==> config.mk <==
export PLATFORM = sky130hd
export DESIGN_NAME = wildcard_byte_pattern_scanner
export DESIGN_NICKNAME = d
export VERILOG_FILES = /design/src/rtl/wbps_pkg.sv /design/src/rtl/wildcard_byte_pattern_scanner.sv /design/src/rtl/wbps_cell.sv
export SDC_FILE = /design/constraint.sdc
export NUM_CORES = 1
export LEC_CHECK = 0
export BUFFER_PORTS_ARGS = -buffer_cell sky130_fd_sc_hd__buf_4
export CAP_MARGIN = 20
export CORE_ASPECT_RATIO = 1.1
export CORE_MARGIN = 4
export CORE_UTILIZATION = 50
export CTS_CLUSTER_SIZE = 16
export DETAILED_ROUTE_END_ITERATION = 7
export MAX_ROUTING_LAYER = met4
export PLACE_DENSITY = 0.67
export SYNTH_ARGS = -nofsm -noshare
export SYNTH_HDL_FRONTEND = slang
export SYNTH_HIERARCHICAL = 1
export SYNTH_SLANG_ARGS = --single-unit
==> constraint.sdc <==
create_clock -name clock -period 17.85 [get_ports clock]
set_clock_uncertainty 0.15 [all_clocks]
set_input_delay 2.6775 -clock clock [delete_from_list [all_inputs] [get_ports clock]]
set_output_delay 2.6775 -clock clock [all_outputs]
set_load 0.01 [all_outputs]
==> src/rtl/wbps_pkg.sv <==
// ----------------------------------------------------------------------------
// wbps_pkg
// Shared types and constants for the wildcard byte pattern scanner.
// ----------------------------------------------------------------------------
`timescale 1ns / 1ps
`default_nettype none

package wbps_pkg;

   localparam int WINDOW_DEPTH = 16;
   localparam int CSR_INDEX_WIDTH = 2;

   localparam logic [CSR_INDEX_WIDTH-1:0] CSR_PATTERN_LOW  = 2'd0;
   localparam logic [CSR_INDEX_WIDTH-1:0] CSR_PATTERN_HIGH = 2'd1;
   localparam logic [CSR_INDEX_WIDTH-1:0] CSR_CARE_MASK    = 2'd2;
   localparam logic [CSR_INDEX_WIDTH-1:0] CSR_PATTERN_LEN  = 2'd3;

   localparam logic [31:0] COUNT_MAX = 32'hFFFF_FFFF;

   typedef struct packed {
      logic       shift;
      logic       active;
      logic       care;
      logic [7:0] pattern_byte;
   } cell_ctrl_type;

endpackage

`default_nettype wire

==> src/rtl/wildcard_byte_pattern_scanner.sv <==
// ----------------------------------------------------------------------------
// wildcard_byte_pattern_scanner
// Finds the first place in a byte region where a masked pattern matches.
//
//   channel | ports                                   | direction
//   req     | req_valid req_ready req_data_byte       | in, one byte
//           | req_last_byte                           |
//   rsp     | rsp_valid rsp_ready rsp_found           | out, one per region
//           | rsp_match_offset                        |
//   csr     | csr_valid csr_ready csr_index csr_data  | in, register write
//
// one byte per cycle while req_ready is high; the window compare runs across the
// cell row in the cycle of the byte transfer and the result sits in the output register
// on the following cycle
// req_ready drops only while a result waits and rsp_ready is low
// synchronous reset clears the CSR registers, counter, reported flag and output valid
// ----------------------------------------------------------------------------
`timescale 1ns / 1ps
`default_nettype none

module wildcard_byte_pattern_scanner
   import wbps_pkg::*;
#(
   parameter int PATTERN_MAX = 16
)
(
   input  wire logic                       clock,
   input  wire logic                       reset,
   input  wire logic                       req_valid,
   output logic                            req_ready,
   input  wire logic [7:0]                 req_data_byte,
   input  wire logic                       req_last_byte,
   output logic                            rsp_valid,
   input  wire logic                       rsp_ready,
   output logic                            rsp_found,
   output logic [31:0]                     rsp_match_offset,
   input  wire logic                       csr_valid,
   output logic                            csr_ready,
   input  wire logic [CSR_INDEX_WIDTH-1:0] csr_index,
   input  wire logic [63:0]                csr_data
);

   localparam int CELLS = (PATTERN_MAX < WINDOW_DEPTH) ? PATTERN_MAX : WINDOW_DEPTH;

   logic [63:0]  pattern_low_ff, pattern_low_in;
   logic [63:0]  pattern_high_ff, pattern_high_in;
   logic [15:0]  care_ff, care_in;
   logic [4:0]   length_ff, length_in;
   logic [31:0]  seen_ff, seen_in;
   logic         reported_ff, reported_in;
   logic         rsp_valid_ff, rsp_valid_in;
   logic         found_ff, found_in;
   logic [31:0]  offset_ff, offset_in;

   logic         accept;
   logic         shift;
   logic         length_ok;
   logic         match;
   logic         emit;
   logic [31:0]  count_next;
   logic [127:0] pattern_all;

   logic [7:0]   link [CELLS];
   logic [CELLS-1:0] cell_ok;

   assign req_ready  = !rsp_valid_ff || rsp_ready;
   assign csr_ready  = 1'b1;
   assign accept     = req_valid && req_ready;
   assign shift      = accept && !reported_ff;
   assign count_next = (seen_ff == COUNT_MAX) ? COUNT_MAX : seen_ff + 32'd1;
   assign length_ok  = (length_ff != 5'd0) && (int'(length_ff) <= CELLS);
   assign match      = shift && length_ok && (count_next >= {27'd0, length_ff}) && (&cell_ok);
   assign emit       = shift && (match || req_last_byte);
   assign pattern_all = {pattern_high_ff, pattern_low_ff};

   assign link[0] = req_data_byte;

   for (genvar i = 0; i < CELLS; i++) begin : g_cell
      logic [4:0]    k;
      cell_ctrl_type ctrl;

      assign k                 = length_ff - 5'(i) - 5'd1;
      assign ctrl.shift        = shift;
      assign ctrl.active       = 5'(i) < length_ff;
      assign ctrl.care         = care_ff[k[3:0]];
      assign ctrl.pattern_byte = pattern_all[{k[3:0], 3'b000} +: 8];

      if (i < CELLS - 1) begin : g_mid
         wbps_cell u_cell (
            .clock     (clock),
            .ctrl      (ctrl),
            .link_byte (link[i]),
            .held_byte (link[i+1]),
            .byte_ok   (cell_ok[i])
         );
      end else begin : g_end
         wbps_cell u_cell (
            .clock     (clock),
            .ctrl      (ctrl),
            .link_byte (link[i]),
            .held_byte (),
            .byte_ok   (cell_ok[i])
         );
      end
   end

   always_comb begin
      pattern_low_in  = pattern_low_ff;
      pattern_high_in = pattern_high_ff;
      care_in         = care_ff;
      length_in       = length_ff;
      if (csr_valid && csr_ready) begin
         case (csr_index)
            CSR_PATTERN_LOW:  pattern_low_in  = csr_data;
            CSR_PATTERN_HIGH: pattern_high_in = csr_data;
            CSR_CARE_MASK:    care_in         = csr_data[15:0];
            CSR_PATTERN_LEN:  length_in       = csr_data[4:0];
            default: ;
         endcase
      end
   end

   always_comb begin
      seen_in     = seen_ff;
      reported_in = reported_ff;
      if (accept && req_last_byte) begin
         seen_in     = 32'd0;
         reported_in = 1'b0;
      end else if (shift) begin
         seen_in     = count_next;
         reported_in = match;
      end
   end

   always_comb begin
      rsp_valid_in = rsp_valid_ff;
      found_in     = found_ff;
      offset_in    = offset_ff;
      if (emit) begin
         rsp_valid_in = 1'b1;
         found_in     = match;
         offset_in    = match ? count_next - {27'd0, length_ff} : 32'd0;
      end else if (rsp_ready) begin
         rsp_valid_in = 1'b0;
      end
   end

   always_ff @(posedge clock) begin
      if (reset) begin
         pattern_low_ff  <= '0;
         pattern_high_ff <= '0;
         care_ff         <= '0;
         length_ff       <= '0;
         seen_ff         <= '0;
         reported_ff     <= 1'b0;
         rsp_valid_ff    <= 1'b0;
      end else begin
         pattern_low_ff  <= pattern_low_in;
         pattern_high_ff <= pattern_high_in;
         care_ff         <= care_in;
         length_ff       <= length_in;
         seen_ff         <= seen_in;
         reported_ff     <= reported_in;
         rsp_valid_ff    <= rsp_valid_in;
      end
      found_ff  <= found_in;
      offset_ff <= offset_in;
   end

   assign rsp_valid        = rsp_valid_ff;
   assign rsp_found        = found_ff;
   assign rsp_match_offset = offset_ff;

endmodule

`default_nettype wire

==> src/rtl/wbps_cell.sv <==
// ----------------------------------------------------------------------------
// wbps_cell
// One window position: holds a byte, passes it on each shift and checks the
// byte entering it against its pattern byte.
// ----------------------------------------------------------------------------
`timescale 1ns / 1ps
`default_nettype none

module wbps_cell
   import wbps_pkg::*;
(
   input  wire logic          clock,
   input  wire cell_ctrl_type ctrl,
   input  wire logic [7:0]    link_byte,
   output logic [7:0]         held_byte,
   output logic               byte_ok
);

   logic [7:0] byte_ff;
   logic [7:0] byte_in;

   assign byte_in   = ctrl.shift ? link_byte : byte_ff;
   assign held_byte = byte_ff;
   assign byte_ok   = !ctrl.active || !ctrl.care || (link_byte == ctrl.pattern_byte);

   always_ff @(posedge clock) begin
      byte_ff <= byte_in;
   end

endmodule

`default_nettype wire

Yosys cells after proc, flatten, opt, wreduce, memory -nomap -nowiden --
Cells that the tools add are included.
Operators by class: multiplexer cells 35, add/subtract/negate cells 32, order comparisons 34, reductions and logical operators 85, shift operators 16, equality and inequality tests 20
Operator list (count):
- indexed part select 128 x 8 -> 8 bit | 16
- == test 8 bit | 16
- < comparator 4 x 5 -> 1 bit, second input constant | 16
- binary-select mux 1 bit (select 4 bit) | 16
- subtractor 4 x 1 -> 4 bit, second input constant | 16
- < comparator 4 x 5 -> 1 bit, first input constant | 8
- logical NOT 1 bit | 34
- logical OR 1 bit | 34
- adder 32 x 1 -> 32 bit, second input constant | 1
- == test 32 bit, second input constant | 1
- greater-or-equal comparator 32 x 5 -> 1 bit | 1
- 2-to-1 mux 32 bit | 1
- subtractor 32 x 5 -> 32 bit | 1
- subtractor 4 bit, second input constant | 8
- < comparator 3 x 5 -> 1 bit, first input constant | 4
- 2-to-1 mux 1 bit | 18
- AND reduction 16 bit | 1
- subtractor 4 x 3 -> 4 bit, second input constant | 4
- < comparator 1 x 5 -> 1 bit, first input constant | 2
- < comparator 2 x 5 -> 1 bit, first input constant | 2
- logical AND 1 bit | 8
- AND reduction 2 bit | 4
- subtractor 4 x 2 -> 4 bit, second input constant | 2
- <= comparator 5 bit, second input constant | 1
- 6 further kinds | 7
Storage, ports and cells: output and inout bits 36, input port bits 80, register bits 336, logic and storage cells 246

Depth between registers and ports, before layout --
word-level depth 12, depth in mapped cells 22, depth with buffers taken out 16

By module --
Netlist, hierarchy kept.
Modules (own cells, without submodules):
- wildcard_byte_pattern_scanner | area each 17286.6 µm², cells an instance 1633, times used 1, seq. area each 4654.5 µm²
- wbps_cell | area each 335.3 µm², cells an instance 19, times used 16, seq. area each 240.2 µm²

Worst setup path before layout --
No wires, ideal clock.
path kind input port to flip-flop, start point in rsp_ready, end point reg g_cell[0].g_mid.u_cell.byte_ff[0], enable pin, required time 17.158 ns, stages on the path 5, setup time 0.542 ns, buffers on the path 2, path slack 9.945 ns, arrival time 7.212 ns, cell sequence nand2b_1 nand3_1 inv_1 clkbuf_1 clkbuf_1
RTL lines:
- from (decl) | RTL line wildcard_byte_pattern_scanner.sv:34 | input wire logic rsp_ready,
- to (signal assigned) | RTL line wbps_cell.sv:27 | byte_ff <= byte_in;
- to (decl) | RTL line wbps_cell.sv:19 | logic [7:0] byte_ff;

==> flow_metrics.env <==
export IMPL_row_count=81
export IMPL_top_usage_layer="met2"
export IMPL_crit_cells=15
export IMPL_clk_pin_slew_worst_paths_ps=60
export IMPL_fill_cells=3709
export IMPL_diodes=0
export IMPL_slowest_delay_ps=860
export IMPL_synth_fp_nets=2024
export IMPL_post_drt_wl_per_cell_um=26.4
export IMPL_tightest_slew_ps=1040
export IMPL_multi_input_area_sq_mm=0.0135
export IMPL_syn2layout_area_growth_pct=11.5
export IMPL_setup_viol=0
export IMPL_fmax_ghz=0.161
export IMPL_timing_setup_tns_ps=0
export IMPL_cts_buffers=38
export IMPL_grt_pass1_wl_um=103000
export IMPL_cp_buffers_inverters=3
export IMPL_post_cts_buffers=0
export IMPL_crit_family="buffers and inverters"
export IMPL_via_count=17200
export IMPL_seqCellArea_sq_mm=0.00827
export IMPL_required_ps=17900
export IMPL_postSynthCellCount=1929
export IMPL_worstSetupStartpointType="register"
export IMPL_final_layout_size_suffix_gt1_share_pct=27.5
export IMPL_grt_total_usage_pct=28.8
export IMPL_htree_levels=2
export IMPL_syn_cell_area_sq_mm=0.0224
export IMPL_hold_path_class="register to register"
export IMPL_grt_overflow_total=0
export IMPL_place_hpwl_um=51000
export IMPL_grt_pass1_vias=16100
export IMPL_dieHeight_um=230
export IMPL_status="finished clean"
export IMPL_cts_root_buf="clkbuf_16"
export IMPL_cts_tree="yes"
export IMPL_dr_first_iter_drc_count=1945
export IMPL_nNetsFinal=2057
export IMPL_vdd_drop_max_mv=0.0711
export IMPL_die_w_um=210
export IMPL_clock_sinks=336
export IMPL_yosysWarnings=6
export IMPL_antenna_found_initial=0
export IMPL_hold_viol_final=0
export IMPL_p_per_area_mw_per_mm2=83.7
export IMPL_grt_util_met2_pct=43.0
export IMPL_p_leak_nw=8.22
export IMPL_postCtsResizedCells=0
export IMPL_grt_max_degree=123
export IMPL_wl_um=68000
export IMPL_drt_pass1_iter_count=5
export IMPL_final_max_slew_violation_count=0
export IMPL_avgSynthCellArea_sq_um=11.6
export IMPL_fin_crit_sh_pct=34.8
export IMPL_place_congestion=1.03
export IMPL_use_met3_pct=3.93
export IMPL_start_util_pct=50.5
export IMPL_fin_util_pct=56.3
export IMPL_ant_nets=0
export IMPL_path_cells="inv_1 > ha_4 > buf_4 > mux4_2 > mux4_2 > xnor2_1 > nand4_1 > o211ai_2 > nand4_1 > nor3_1 > o21ai_0 > nor3_1 > o31ai_4 > nand2_1 > buf_4"
export IMPL_path_max_fanout=59
export IMPL_ff2ff_path_depth=15
export IMPL_period_minus_slack_ps=6210
export IMPL_portBuffers=114
export IMPL_crit_path_end_kind="register"
export IMPL_critical_path_class="register to register"
export IMPL_hold_path_depth=2
export IMPL_cp_slowest_cell="dfxtp_4"
export IMPL_hold_buffers=0
export IMPL_rsz0062_at_grt="no"
export IMPL_met1_usage_pct=40.3
export IMPL_core_sq_mm=0.0444
export IMPL_drc=0
export IMPL_insertion_delay_ps=560
export IMPL_clockBufferDepth=3
export IMPL_max_slew_margin_rel_pct=30.4
export IMPL_crit_arrival_ps=6260
export IMPL_drv_cap=0
export IMPL_die_area_sq_mm=0.0483
export IMPL_vias_per_cell=6.68
export IMPL_pin_count=116
==> cells in the final DEF (no fill, tap or decap), drive strengths merged, types with 8 or more instances in the layout <==
master and n:
dfxtp 183, a211oi 13, nand4 54, nand3 25, a21oi 171, xnor2 166
clkbuf 51, mux4 288, o21ai 17, a31oi 8, nor3 32, edfxtp 153
ha 14, nor2 81, nor4 13, clkinv 10, xor2 16, o211ai 17
mux2i 81, buf 145, nand2 337, inv 19
==> power by group <==
| part | switching, mW | leakage (nW) | internal, mW |
|---|---|---|---|
| clock | 0.325 | 0.645 | 0.487 |
| combinational | 0.198 | 4.62 | 0.160 |
| sequential | 0.0553 | 2.96 | 0.866 |
| total | 0.579 | 8.22 | 1.51 |
==> flip-flops by register name, indices dropped and copies added, names as in the netlist <==
register / cells
length_ff: 5
seen_ff: 32
rsp_found: 1
pattern_low_ff: 64
g_cell.g_mid.u_cell/held_byte: 120
rsp_valid: 1
pattern_high_ff: 64
rsp_match_offset: 32
care_ff: 16
reported_ff: 1
==> per-layer routing <==
metal / up-vias / share of wire [%]
li1: 7462 / -
met1: 8582 / 40
met2: 988 / 46
met3: 130 / 9.4
met4: 0 / 4.7
met5: - / 0
==> worst reg2reg max path, cell delays in order (launching register included) <==
cell	delay (ps)
dfxtp_4	860
inv_1	220
ha_4	640
buf_4	790
mux4_2	660
mux4_2	510
xnor2_1	240
nand4_1	220
o211ai_2	210
nand4_1	100
nor3_1	140
o21ai_0	130
nor3_1	330
o31ai_4	140
nand2_1	90
buf_4	400
==> per-stage QoR <==
step	hold slack (ps)	setup WS (ps)	area (sq um)	power, mW	instances
2_1_floorplan	281	10170	22400	1.17	1929
3_3_place_gp	294	11730	23700	1.29	2503
3_5_place_dp	299	11600	23700	1.29	2503
4_1_cts	307	11560	25000	2.10	2570
5_1_grt	329	11130	25000	2.16	2570
6_report	303	11640	25000	2.09	2570
==> final cells by class <==
type                       instances  area share (%)
clock buffer                      51            4.50
clock inverter                    16           0.691
inverter                          17           0.275
multi-input combinational       1424            54.1
sequential                       336            33.1
tap                              581            2.91
timing repair buffer             145            4.41
==> final timing paths <==
path | startpoint | endpoint | slack [ps]
setup / recovery | length_ff[0] | rsp_match_offset[1] | 11640
setup reg to reg | length_ff[0] | rsp_match_offset[1] | 11640
hold / removal | seen_ff[28] | seen_ff[28] | 300
hold reg to reg | seen_ff[28] | seen_ff[28] | 300
(Power assumes the default switching activity.)
